$ cat src/rtl/core/bmpd_pkg.sv
// Shared types and constants for the BMP stream decoder.
`default_nettype none

package bmpd_pkg;

  // Default image size limits
  localparam int unsigned DEF_MAX_WIDTH  = 4096;
  localparam int unsigned DEF_MAX_HEIGHT = 4096;

  // Result status codes
  localparam logic [2:0] ST_PIXEL     = 3'd0;
  localparam logic [2:0] ST_BAD_SIG   = 3'd1;
  localparam logic [2:0] ST_HDR_SMALL = 3'd2;
  localparam logic [2:0] ST_UNSUPP    = 3'd3;
  localparam logic [2:0] ST_BAD_GEOM  = 3'd4;
  localparam logic [2:0] ST_TRUNC     = 3'd5;

  // File format constants
  localparam logic [7:0]  SIG_B          = 8'h42;
  localparam logic [7:0]  SIG_M          = 8'h4d;
  localparam logic [31:0] MIN_INFO_SIZE  = 32'd40;
  localparam logic [31:0] PIX_DATA_START = 32'd54;
  localparam logic [15:0] BPP_24         = 16'd24;
  localparam logic [15:0] BPP_32         = 16'd32;
  localparam logic [31:0] COMP_RGB       = 32'd0;
  localparam logic [31:0] COMP_BITFIELDS = 32'd3;
  localparam logic [7:0]  ALPHA_OPAQUE   = 8'hff;

  // Byte positions in the header where a field completes
  localparam logic [31:0] POS_SIG_B    = 32'd0;
  localparam logic [31:0] POS_SIG_M    = 32'd1;
  localparam logic [31:0] POS_OFFSET   = 32'd13;
  localparam logic [31:0] POS_INFO_SZ  = 32'd17;
  localparam logic [31:0] POS_WIDTH    = 32'd21;
  localparam logic [31:0] POS_HEIGHT   = 32'd25;
  localparam logic [31:0] POS_PLANES   = 32'd27;
  localparam logic [31:0] POS_BPP      = 32'd29;
  localparam logic [31:0] POS_COMP     = 32'd33;
  localparam logic [31:0] POS_HDR_LAST = 32'd53;

  // Input beat
  typedef struct packed {
    logic [7:0] data_byte;
    logic       stream_end;
  } in_beat_t;

  // Result beat
  typedef struct packed {
    logic [2:0]  status;
    logic [11:0] pixel_row;
    logic [11:0] pixel_col;
    logic [7:0]  red;
    logic [7:0]  green;
    logic [7:0]  blue;
    logic [7:0]  alpha;
    logic        image_end;
  } out_beat_t;

endpackage

`default_nettype wire

$ cat src/rtl/core/bmpd_out_buf.sv
// Two-entry result buffer (output register plus skid stage).
`default_nettype none

module bmpd_out_buf
  import bmpd_pkg::*;
(
  input  wire logic      clk,
  input  wire logic      rst,
  input  wire logic      wr_valid,
  input  wire out_beat_t wr_data,
  output logic           wr_ready,
  output logic           rd_valid,
  input  wire logic      rd_ready,
  output out_beat_t      rd_data
);

  logic      main_valid;
  out_beat_t main_data;
  logic      skid_valid;
  out_beat_t skid_data;

  // Upstream may write while the skid stage is free
  assign wr_ready = !skid_valid;
  assign rd_valid = main_valid;
  assign rd_data  = main_data;

  // Control
  always_ff @(posedge clk) begin
    if (rst) begin
      main_valid <= 1'b0;
      skid_valid <= 1'b0;
    end else if (main_valid && !rd_ready) begin
      if (wr_valid) begin
        skid_valid <= 1'b1;
      end
    end else if (skid_valid) begin
      main_valid <= 1'b1;
      skid_valid <= 1'b0;
    end else begin
      main_valid <= wr_valid;
    end
  end

  // Payload
  always_ff @(posedge clk) begin
    if (main_valid && !rd_ready) begin
      if (wr_valid && !skid_valid) begin
        skid_data <= wr_data;
      end
    end else if (skid_valid) begin
      main_data <= skid_data;
    end else if (wr_valid) begin
      main_data <= wr_data;
    end
  end

endmodule

`default_nettype wire

$ cat src/rtl/core/bmp_stream_decoder_core.sv
// BMP stream decoder: header parse, offset skip, pixel unpack and row padding skip.
// Result beats are registered in the output register, or the skid stage on a stall.
// One byte per cycle while byte_ready is high; each byte is parsed in a single pass.
// byte_ready falls only when both entries of the two-entry result buffer are full.
// Reset (rst, synchronous) returns the parser to the start of a file; no clearing pass.
`default_nettype none

module bmp_stream_decoder_core
  import bmpd_pkg::*;
#(
  parameter int unsigned MAX_WIDTH  = DEF_MAX_WIDTH,
  parameter int unsigned MAX_HEIGHT = DEF_MAX_HEIGHT
) (
  input  wire logic     clk,
  input  wire logic     rst,
  input  wire logic     byte_valid,
  output logic          byte_ready,
  input  wire in_beat_t byte_data,
  output logic          res_valid,
  input  wire logic     res_ready,
  output out_beat_t     res_data
);

  localparam int unsigned WW = $clog2(MAX_WIDTH + 1);
  localparam int unsigned HW = $clog2(MAX_HEIGHT + 1);

  // Parser phases
  localparam logic [2:0] PH_HEADER = 3'd0;
  localparam logic [2:0] PH_SKIP   = 3'd1;
  localparam logic [2:0] PH_PIXEL  = 3'd2;
  localparam logic [2:0] PH_PAD    = 3'd3;
  localparam logic [2:0] PH_DRAIN  = 3'd4;

  logic [2:0]    phase, phase_next;
  logic [31:0]   byte_pos, byte_pos_next;
  logic [31:0]   field_shift, field_shift_next;
  logic [31:0]   pixel_offset, pixel_offset_next;
  logic [WW-1:0] img_width, img_width_next;
  logic [HW-1:0] img_height, img_height_next;
  logic          rows_top_down, rows_top_down_next;
  logic          four_byte_pixels, four_byte_pixels_next;
  logic [HW-1:0] row_count, row_count_next;
  logic [WW-1:0] col_count, col_count_next;
  logic [1:0]    byte_in_pixel, byte_in_pixel_next;
  logic [23:0]   pixel_bytes, pixel_bytes_next;
  logic [1:0]    pad_left, pad_left_next;
  logic          fmt_bad, fmt_bad_next;
  logic          geom_bad, geom_bad_next;

  logic          accept;
  logic          buf_ready;
  logic          res_push;
  out_beat_t     res_beat;

  logic [7:0]    b;
  logic [31:0]   fs_shift;
  logic [15:0]   half;
  logic [31:0]   hmag;
  logic [31:0]   pos_inc;
  logic [WW-1:0] col_inc;
  logic [HW-1:0] row_inc;
  logic [HW-1:0] row_dest;
  logic [WW+11:0] col_ext;
  logic [HW+11:0] row_ext;
  logic [WW+1:0] width_ext;
  logic [1:0]    last_idx;
  logic          err_hit;
  logic [2:0]    err_code;

  assign byte_ready = buf_ready;
  assign accept     = byte_valid && buf_ready;

  // Parse state update for one byte
  always_comb begin
    phase_next            = phase;
    byte_pos_next         = byte_pos;
    field_shift_next      = field_shift;
    pixel_offset_next     = pixel_offset;
    img_width_next        = img_width;
    img_height_next       = img_height;
    rows_top_down_next    = rows_top_down;
    four_byte_pixels_next = four_byte_pixels;
    row_count_next        = row_count;
    col_count_next        = col_count;
    byte_in_pixel_next    = byte_in_pixel;
    pixel_bytes_next      = pixel_bytes;
    pad_left_next         = pad_left;
    fmt_bad_next          = fmt_bad;
    geom_bad_next         = geom_bad;
    res_beat              = '0;
    res_push              = 1'b0;
    err_hit               = 1'b0;
    err_code              = ST_PIXEL;

    b         = byte_data.data_byte;
    fs_shift  = {b, field_shift[31:8]};
    half      = fs_shift[31:16];
    hmag      = fs_shift[31] ? (32'd0 - fs_shift) : fs_shift;
    pos_inc   = byte_pos + 32'd1;
    col_inc   = col_count + WW'(1);
    row_inc   = row_count + HW'(1);
    row_dest  = rows_top_down ? row_count : (img_height - HW'(1) - row_count);
    col_ext   = {12'd0, col_count};
    row_ext   = {12'd0, row_dest};
    width_ext = {2'b00, img_width};
    last_idx  = four_byte_pixels ? 2'd3 : 2'd2;

    unique case (phase)
      PH_HEADER: begin
        field_shift_next = fs_shift;
        byte_pos_next    = pos_inc;
        unique case (byte_pos)
          POS_SIG_B: begin
            if (b != SIG_B) begin
              err_hit  = 1'b1;
              err_code = ST_BAD_SIG;
            end
          end
          POS_SIG_M: begin
            if (b != SIG_M) begin
              err_hit  = 1'b1;
              err_code = ST_BAD_SIG;
            end
          end
          POS_OFFSET: pixel_offset_next = fs_shift;
          POS_INFO_SZ: begin
            if (fs_shift < MIN_INFO_SIZE) begin
              err_hit  = 1'b1;
              err_code = ST_HDR_SMALL;
            end
          end
          POS_WIDTH: begin
            img_width_next = fs_shift[WW-1:0];
            if (fs_shift == 32'd0 || fs_shift > 32'(MAX_WIDTH)) geom_bad_next = 1'b1;
          end
          POS_HEIGHT: begin
            rows_top_down_next = fs_shift[31];
            img_height_next    = hmag[HW-1:0];
            if (hmag == 32'd0 || hmag > 32'(MAX_HEIGHT)) geom_bad_next = 1'b1;
          end
          POS_PLANES: begin
            if (half != 16'd1) fmt_bad_next = 1'b1;
          end
          POS_BPP: begin
            if (half != BPP_24 && half != BPP_32) fmt_bad_next = 1'b1;
            four_byte_pixels_next = (half == BPP_32);
          end
          POS_COMP: begin
            if (fs_shift != COMP_RGB && fs_shift != COMP_BITFIELDS) fmt_bad_next = 1'b1;
          end
          POS_HDR_LAST: begin
            if (fmt_bad) begin
              err_hit  = 1'b1;
              err_code = ST_UNSUPP;
            end else if (pixel_offset < PIX_DATA_START) begin
              err_hit  = 1'b1;
              err_code = ST_HDR_SMALL;
            end else if (geom_bad) begin
              err_hit  = 1'b1;
              err_code = ST_BAD_GEOM;
            end else begin
              phase_next = (pixel_offset == PIX_DATA_START) ? PH_PIXEL : PH_SKIP;
            end
          end
          default: ;
        endcase
      end
      PH_SKIP: begin
        byte_pos_next = pos_inc;
        if (pos_inc >= pixel_offset) phase_next = PH_PIXEL;
      end
      PH_PIXEL: begin
        if (byte_in_pixel != last_idx) begin
          // collect blue, green and (32-bit) red
          unique case (byte_in_pixel)
            2'd0:    pixel_bytes_next[7:0]   = b;
            2'd1:    pixel_bytes_next[15:8]  = b;
            default: pixel_bytes_next[23:16] = b;
          endcase
          byte_in_pixel_next = byte_in_pixel + 2'd1;
        end else begin
          res_push            = 1'b1;
          res_beat.status     = ST_PIXEL;
          res_beat.pixel_row  = row_ext[11:0];
          res_beat.pixel_col  = col_ext[11:0];
          res_beat.blue       = pixel_bytes[7:0];
          res_beat.green      = pixel_bytes[15:8];
          res_beat.red        = four_byte_pixels ? pixel_bytes[23:16] : b;
          res_beat.alpha      = four_byte_pixels ? b : ALPHA_OPAQUE;
          byte_in_pixel_next  = 2'd0;
          pixel_bytes_next    = '0;
          col_count_next      = col_inc;
          if (col_inc >= img_width) begin
            col_count_next = '0;
            row_count_next = row_inc;
            if (row_inc >= img_height) begin
              res_beat.image_end = 1'b1;
              phase_next         = PH_DRAIN;
            end else begin
              // 24-bit rows pad to four bytes: pad equals width mod 4
              pad_left_next = four_byte_pixels ? 2'd0 : width_ext[1:0];
              if (!four_byte_pixels && width_ext[1:0] != 2'd0) phase_next = PH_PAD;
            end
          end
        end
      end
      PH_PAD: begin
        pad_left_next = pad_left - 2'd1;
        if (pad_left == 2'd1) phase_next = PH_PIXEL;
      end
      default: ;
    endcase

    // Header error
    if (err_hit) begin
      res_beat           = '0;
      res_beat.status    = err_code;
      res_beat.image_end = 1'b1;
      res_push           = 1'b1;
      phase_next         = PH_DRAIN;
    end

    // End of file: flag truncation, then restart for the next file
    if (byte_data.stream_end) begin
      if (phase_next != PH_DRAIN) begin
        res_beat           = '0;
        res_beat.status    = ST_TRUNC;
        res_beat.image_end = 1'b1;
        res_push           = 1'b1;
      end
      phase_next            = PH_HEADER;
      byte_pos_next         = '0;
      field_shift_next      = '0;
      pixel_offset_next     = '0;
      img_width_next        = '0;
      img_height_next       = '0;
      rows_top_down_next    = 1'b0;
      four_byte_pixels_next = 1'b0;
      row_count_next        = '0;
      col_count_next        = '0;
      byte_in_pixel_next    = '0;
      pixel_bytes_next      = '0;
      pad_left_next         = '0;
      fmt_bad_next          = 1'b0;
      geom_bad_next         = 1'b0;
    end
  end

  // State registers
  always_ff @(posedge clk) begin
    if (rst) begin
      phase            <= PH_HEADER;
      byte_pos         <= '0;
      field_shift      <= '0;
      pixel_offset     <= '0;
      img_width        <= '0;
      img_height       <= '0;
      rows_top_down    <= 1'b0;
      four_byte_pixels <= 1'b0;
      row_count        <= '0;
      col_count        <= '0;
      byte_in_pixel    <= '0;
      pixel_bytes      <= '0;
      pad_left         <= '0;
      fmt_bad          <= 1'b0;
      geom_bad         <= 1'b0;
    end else if (accept) begin
      phase            <= phase_next;
      byte_pos         <= byte_pos_next;
      field_shift      <= field_shift_next;
      pixel_offset     <= pixel_offset_next;
      img_width        <= img_width_next;
      img_height       <= img_height_next;
      rows_top_down    <= rows_top_down_next;
      four_byte_pixels <= four_byte_pixels_next;
      row_count        <= row_count_next;
      col_count        <= col_count_next;
      byte_in_pixel    <= byte_in_pixel_next;
      pixel_bytes      <= pixel_bytes_next;
      pad_left         <= pad_left_next;
      fmt_bad          <= fmt_bad_next;
      geom_bad         <= geom_bad_next;
    end
  end

  // Result buffer
  bmpd_out_buf u_out_buf (
    .clk      (clk),
    .rst      (rst),
    .wr_valid (accept && res_push),
    .wr_data  (res_beat),
    .wr_ready (buf_ready),
    .rd_valid (res_valid),
    .rd_ready (res_ready),
    .rd_data  (res_data)
  );

endmodule

`default_nettype wire
$ cat config.mk
export PLATFORM = sky130hd
export DESIGN_NAME = bmp_stream_decoder_core
export DESIGN_NICKNAME = d
export VERILOG_FILES = /design/src/rtl/core/bmpd_pkg.sv /design/src/rtl/core/bmpd_out_buf.sv /design/src/rtl/core/bmp_stream_decoder_core.sv
export SDC_FILE = /design/constraint.sdc
export NUM_CORES = 1
export LEC_CHECK = 0
export ABC_AREA = 1
export BUFFER_PORTS_ARGS = -buffer_cell sky130_fd_sc_hd__buf_2
export CORE_ASPECT_RATIO = 1.2
export CORE_MARGIN = 2
export CORE_UTILIZATION = 31
export DETAILED_ROUTE_END_ITERATION = 7
export SLEW_MARGIN = 5
export SYNTH_ARGS = -nofsm -noshare
export SYNTH_HDL_FRONTEND = slang
export SYNTH_SLANG_ARGS = --single-unit
$ cat constraint.sdc
create_clock -name clk -period 5.8 [get_ports clk]
set_input_delay 0.58 -clock clk [delete_from_list [all_inputs] [get_ports clk]]
set_output_delay 0.58 -clock clk [all_outputs]
set_load 0.005 [all_outputs]
======== Word-level counts from Yosys, hierarchy flattened ========
Index checks and enable logic that the tools add are counted.
storage, ports and cells
  output and inout port bits .............. 62
  bits of input ports ..................... 13
  register bits ........................... 305
  word-level logic and storage cells ...... 241
cells by class
  bitwise logic cells ..................... 1
  mux-type cells .......................... 103
  reductions and logical operators ........ 51
  $lt $le $gt $ge ......................... 7
  equality and inequality tests ........... 36
  $add $sub $neg .......................... 8
operators by type and width
  cell                                                                                count
  60-bit two-way mux                                                                  5
  32-bit two-way mux                                                                  8
  13-bit two-way mux                                                                  14
  32-bit by 5-bit equality test with 1-bit output (second input constant)             5
  57-bit two-way mux                                                                  2
  32-bit by 6-bit equality test with 1-bit output (second input constant)             3
  32-bit zero test                                                                    3
  24-bit two-way mux                                                                  3
  32-bit by 13-bit greater-than comparator with 1-bit output (second input constant)  2
  32-bit by 6-bit < comparator with 1-bit output (second input constant)              2
  3-bit two-way mux                                                                   16
  8-bit two-way mux                                                                   5
  1-bit two-way mux                                                                   33
  32-bit by 1-bit adder with 32-bit output (second input constant)                    1
  32-bit by 1-bit equality test with 1-bit output (second input constant)             1
  32-bit by 4-bit equality test with 1-bit output (second input constant)             1
  32-bit >= comparator                                                                1
  32-bit by 2-bit inequality test with 1-bit output (second input constant)           1
  32-bit nonzero test                                                                 1
  1-bit by 32-bit subtractor with 32-bit output (first input constant)                1
  3-bit inequality test (second input constant)                                       10
  13-bit by 1-bit adder with 13-bit output (second input constant)                    2
  13-bit >= comparator                                                                2
  3-bit one-hot mux with 4 select lines                                               2
  other kinds (36)                                                                    82

======== Longest topological paths before layout ========
  depth in word-level cells ............... 14
  depth in mapped cells ................... 29
  gate-level depth less buffers ........... 28

======== Hierarchy ========
A second synthesis with hierarchy kept.
unflattened totals
  cells, all modules ...................... 2307
  area total of the unflattened synthesis .. 16952.5 µm²
by module, submodules not included
  module                   cells an instance  area an instance (µm²)  times used  seq. area each (µm²)
  bmp_stream_decoder_core  1981               12400.6                 1           3503.4
  bmpd_out_buf             326                4551.9                  1           3643.5

======== Worst setup path before layout ========
OpenSTA, ideal clock, no wires.
  path type ............................... register to register
  start point ............................. register byte_pos[0]
  end point ............................... register u_out_buf.main_data (netlist bit u_out_buf.rd_data[0]) (enable)
  path slack .............................. -0.412 ns
  required time ........................... 5.322 ns
  data arrival time ....................... 5.734 ns
  setup time .............................. 0.478 ns
  stages on the path, launching flop included .. 26
  path buffers ............................ 0
  clock period less this slack ............ 6.212 ns
  path through ............................ dfxtp_1 > ha_1 > inv_1 > nor2_1 > nand2_1 > inv_2 > nand3_2 > or4_4 > nor3_2 > xnor2_1 > clkinv_1 > ha_1 > nand2_1 > nor2_1 > nand2_1 > nor4_1 > nand2_1 > nand3_1 > nand2_1 > nand2_2 > nand2_1 > nand2_2 > nand2_2 > nand3_1 > a21oi_1 > nor2_1
on the way
  longest elaborated chain between the ends .. 11
  elaborated cells between the ends (all ways) .. 19
  those cells by class .................... add/sub: 1; order compare: 1; eq/ne: 4; mux: 9; reduce/logical: 4
RTL lines
  element                                   line                            text
  start, declared                           bmp_stream_decoder_core.sv:35   logic [31:0] byte_pos, byte_pos_next;
  start signal, assigned                    bmp_stream_decoder_core.sv:269  byte_pos <= byte_pos_next;
  32-bit by 1-bit adder with 32-bit output  bmp_stream_decoder_core.sv:99   pos_inc = byte_pos + 32'd1;
  32-bit >= comparator                      bmp_stream_decoder_core.sv:170  if (pos_inc >= pixel_offset) phase_next = PH_PIXEL;
  3-bit two-way mux                         bmp_stream_decoder_core.sv:170
  3-bit one-hot mux with 4 select lines     bmp_stream_decoder_core.sv:108  unique case (phase)
  3-bit two-way mux                         bmp_stream_decoder_core.sv:215  if (err_hit) begin
  3-bit inequality test                     bmp_stream_decoder_core.sv:225  if (phase_next != PH_DRAIN) begin
  1-bit two-way mux                         bmp_stream_decoder_core.sv:225
  1-bit two-way mux (*)                     bmp_stream_decoder_core.sv:224  if (byte_data.stream_end) begin
  1-bit logical AND (*)                     bmp_stream_decoder_core.sv:290  .wr_valid (accept && res_push),
  2-bit nonzero test (no source line) (*)   -
  2-bit AND reduction (no source line) (*)  -
  end signal, assigned                      bmpd_out_buf.sv:51              main_data <= skid_data;
  end signal, assigned                      bmpd_out_buf.sv:53              main_data <= wr_data;
  end, declared                             bmpd_out_buf.sv:18              out_beat_t main_data;
Mark *: on every way between the ends. The rest lies on a longest branch, timed or not.
A chain may end at the register's enable or synchronous reset.

======== Worst setup path after layout ========
  start point ............................. register byte_pos[0]
  end point ............................... register u_out_buf.main_data (netlist bit u_out_buf.rd_data[49]) (enable)
Same word-level chain as after synthesis.

==> impl.org <==
** Worst setup path
- In this design, the critical path's most frequently occurring cell is nand2_1.
- Peak fanout along the critical path :: 47
- At the worst endpoint, the arrival time is 5.09 ns.
- On the critical path the largest part of the delay comes from simple AND/OR/NAND/NOR gates.
- Setup slack on the worst reg-to-reg path comes out at 0.96 ns.
- The worst setup path is of the flop to flop kind.
- The number of buffers and inverters on the critical path is 4.
- At the worst endpoint, the required time is 6.05 ns.
- The slowest stage of the critical path is the or4_4 cell.
- The worst setup path is launched from a flop.
- For this run, the slowest stage of the critical path takes 0.47 ns.
- STA classifies the critical path endpoint as a flop.

** Floorplan
- Number of rows in the core area :: 94
- Total Die Area :: 0.0567 mm2
- The initial utilization of the core area, before any placement, comes to 0.312.
- In this run the count of I/O pins placed on the die edge is 75.
- Core Box Area :: 0.0545 mm2
- Floorplan die height :: 260 um
- DIE WIDTH :: 218 um

** STA
- After layout, the minimum clock period comes to 4.84 ns.
- Period utilisation layout :: 0.835
- Final-report setup violation count :: 0
- Clock skew :: 0.0190 ns
- Static timing analysis puts the maximum clock frequency at 206 MHz.
- RSZ-0062 raised after global routing :: false
- Tightest slew margin relative to the limit :: 0.190
- Fin. Hold Viols :: 0
- Setup slack on the critical path of the routed design comes to 0.956 ns.
- Worst Tran Pin Value :: 1.21 ns
- In the final timing run, aggregate negative setup slack is 0 ns.
- The number of pins exceeding their max-slew limit in the final report was 0.

** Placement
- Port buffering added 74 buffers.
- Once placement completed, the tool counted placed cells totaling 2966.
- HPWL reported at the end of detailed placement :: 32300 um
- Post-placement setup slack :: 0.908 ns
- Final estimated routing congestion in global placement :: 0.923

** Final layout
- Share of post-route cells with drive strength above 1 :: 0.109
- Net count reported at finish :: 2371
- At the end of the flow the core is filled with cells to 0.351.
- Area added between synthesis and finish :: 12.6%
- The repair_antennas step left the layout with diodes totalling 0.
- Post-Layout Cell Count :: 3022

** Synthesis
- Number of enable flip-flop cells after synthesis :: 120
- Xor/xnor share of the synthesized area :: 0.0376
- The post-synthesis compound-gate area fraction came to 0.115.
- The commonest cells after synthesis are nand2_1 (632), inv_1 (261), a21oi_1 (225).
- Share of synthesized cell area in and, or, nand and nor gates :: 0.284
- The synthesized design spends more area on one cell type than any other, namely edfxtp_1.
- After synthesis, the share of flip-flops with an asynchronous set or reset is 0.
- Main combinational cell family by area after synthesis :: simple AND/OR/NAND/NOR gates
- When the netlist entered floorplanning its net count stood at 2328.
- The share of the Yosys chip area taken by registers is 0.421.
- Mean instance size in the synthesized netlist :: 7.60 um2
- Ranked by total cell area, the synthesized netlist is headed by edfxtp_1 (21%), dfxtp_1 (21%), nand2_1 (14%).
- Of the post-synthesis cell area, the part taken by muxes is 0.
- Post-synthesis cell count :: 2235
- The synthesized design contains 297 register bits.
- Synth warn :: 0
- The synthesized netlist occupies a cell area of 0.0170 mm2.
- In this run, distinct cell masters in the synthesized netlist total 57.
- Of the total synthesized cell area, the portion taken by full adders, half adders and majority gates is 0.0594.
- In the synthesized netlist the dominant register cell turns out to be dfxtp_1.
- The share of synthesized area in the top cell type comes to 0.212.
- Library cell with the highest instance count after synthesis :: nand2_1

** Pwr
- Leakage power of the design :: 7.62 nW
- Largest vdd supply drop :: 0.000197 V
- Pwr Total :: 4.99 mW
- Pwr dens :: 261 mW/mm2

** Clock tree
- Master cell of the clock root buffer :: clkbuf_16
- Post-CTS repair changed the size of 0 cells.
- CTS HTree Levels :: 1
- For the worst-skew pair, the clock arrives at the later sink with an insertion delay of 0.58 ns.
- Buffers inserted during clock tree synthesis total 30.
- In this run the post-CTS setup repair buffer count came out at 0.
- Clock-pin slew was measured on the worst setup and hold paths at 0.07 ns.
- Counting every sink on the clock net gives 297.
- Hold_buf cts :: 0
- The clock passes through at most 3 buffers.
- CTS tree :: built

** GRT
- Number of antenna violations at the first check in global routing :: 0
- The total overflow left after global routing is 0.
- Entering global routing, the biggest net connects 73 pins.
- The number of global-route vias before repair came to 13800.
- The first global-routing pass estimated 70500 um of wire.
- Across every metal layer, demand over resource in global routing totals 0.151.

** Routing
- In the routed design, unresolved DRC markers number 0.
- The first detailed-routing pass ran for 6 iterations.
- The final route contains 14300 vias.
- Drt wl/cell :: 14.3 um
- Dividing the detail-routed via count by the number of cells gives 4.72.
- After the first detailed-routing iteration, the DRC count stood at 921.
- Antenna Nets Post-Route :: 0
- The final layout contains routed wiring with a total length of 43200 um.

** Run
- Across the run, the number of max-cap violations was 0.

** Run status
- Status :: finished clean

** Min path
- The min-delay analysis places its worst path in the category input port to flop.
## sequential cells by signal, indices dropped and copies added (netlist names), 2 cells and up
signal,cells
byte_pos,32
u_out_buf.skid_data,60
byte_in_pixel,2
row_count,13
u_out_buf.rd_data,60
img_height,13
pad_left,2
img_width,13
field_shift,24
pixel_offset,32
phase,3
pixel_bytes,24
col_count,13
## worst register-to-register path: stages, from the launching register on
cell and delay [ns]:
dfxtp_1 0.42, ha_1 0.24, inv_1 0.06, nor2_1 0.11
nand2_1 0.14, inv_2 0.09, nand3_2 0.12, or4_4 0.47
nor3_2 0.15, xnor2_1 0.14, clkinv_1 0.10, ha_1 0.28
nand2_1 0.06, nor2_1 0.13, nand2_1 0.08, nor4_1 0.30
nand2_1 0.15, nand3_1 0.13, nand2_1 0.07, nand2_2 0.08
nand2_1 0.07, nand2_2 0.06, nand2_2 0.07, nand3_1 0.12
a21oi_1 0.12, nor2_4 0.42, buf_12 0.30
## cells by family after synthesis
logic type                 Yosys count
xor gates and xnor gates            73
DFF                                297
AOI/OAI and AO/OA                  366
buffers and inverters              353
adders and majority gates           80
and+or+nand+nor                   1066
## stage by stage
| stage | hold slack, ns | cell area (um2) |
|---|---|---|
| after floorplan | 0.429 | 17000 |
| after global placement | 0.442 | 18100 |
| after detailed placement | 0.449 | 18100 |
| after CTS | 0.355 | 19100 |
| after global routing | 0.378 | 19100 |
| final | 0.352 | 19100 |
## path summary, 6_finish.rpt
check | startpoint | end | depth (start not counted)
worst min-delay path | res_ready | u_out_buf.skid_valid | 4
worst min register to register | pixel_bytes[17] | pixel_bytes[17] | 2
worst max-delay path | byte_pos[0] | u_out_buf.rd_data[49] | 26
worst max register to register | byte_pos[0] | u_out_buf.rd_data[49] | 26
## layout by cell type (no fill, tap or decap), types with 31 or more instances in the layout
cell type,Yosys,final
inv_1,261,261
nand4_1,31,31
nand3_1,65,65
nor2_4,45,47
ha_1,79,79
clkbuf_16,0,31
edfxtp_1,120,120
buf_2,11,73
a21oi_1,225,225
dfxtp_1,177,176
nor2_1,212,208
nand2_1,632,632
xor2_1,56,56
o21ai_0,95,95
## metal layers
layer	vias up	GRT usage	share of wire
li1	7313	-	-
met1	6567	0.191	0.44
met2	314	0.270	0.49
met3	73	0.0148	0.044
met4	0	0.0498	0.030
met5	-	0	0
## power by group
part           switching (mW)  leakage, nW  internal, mW
Clock                   0.859        0.513          1.24
Combinational           0.400         4.57         0.167
Sequential             0.0444         2.54          2.28
## final cells by class
type                    count  area [um2]
clock buffers              33         783
flip-flops and latches    297        7150
multi-input cells        1585        8440
clock inverters            23         285
inverters                 273        1030
repair buffers             91         538
well taps                 720         901
fillers                  5644       35300
Power figures use the tool's default switching activity.
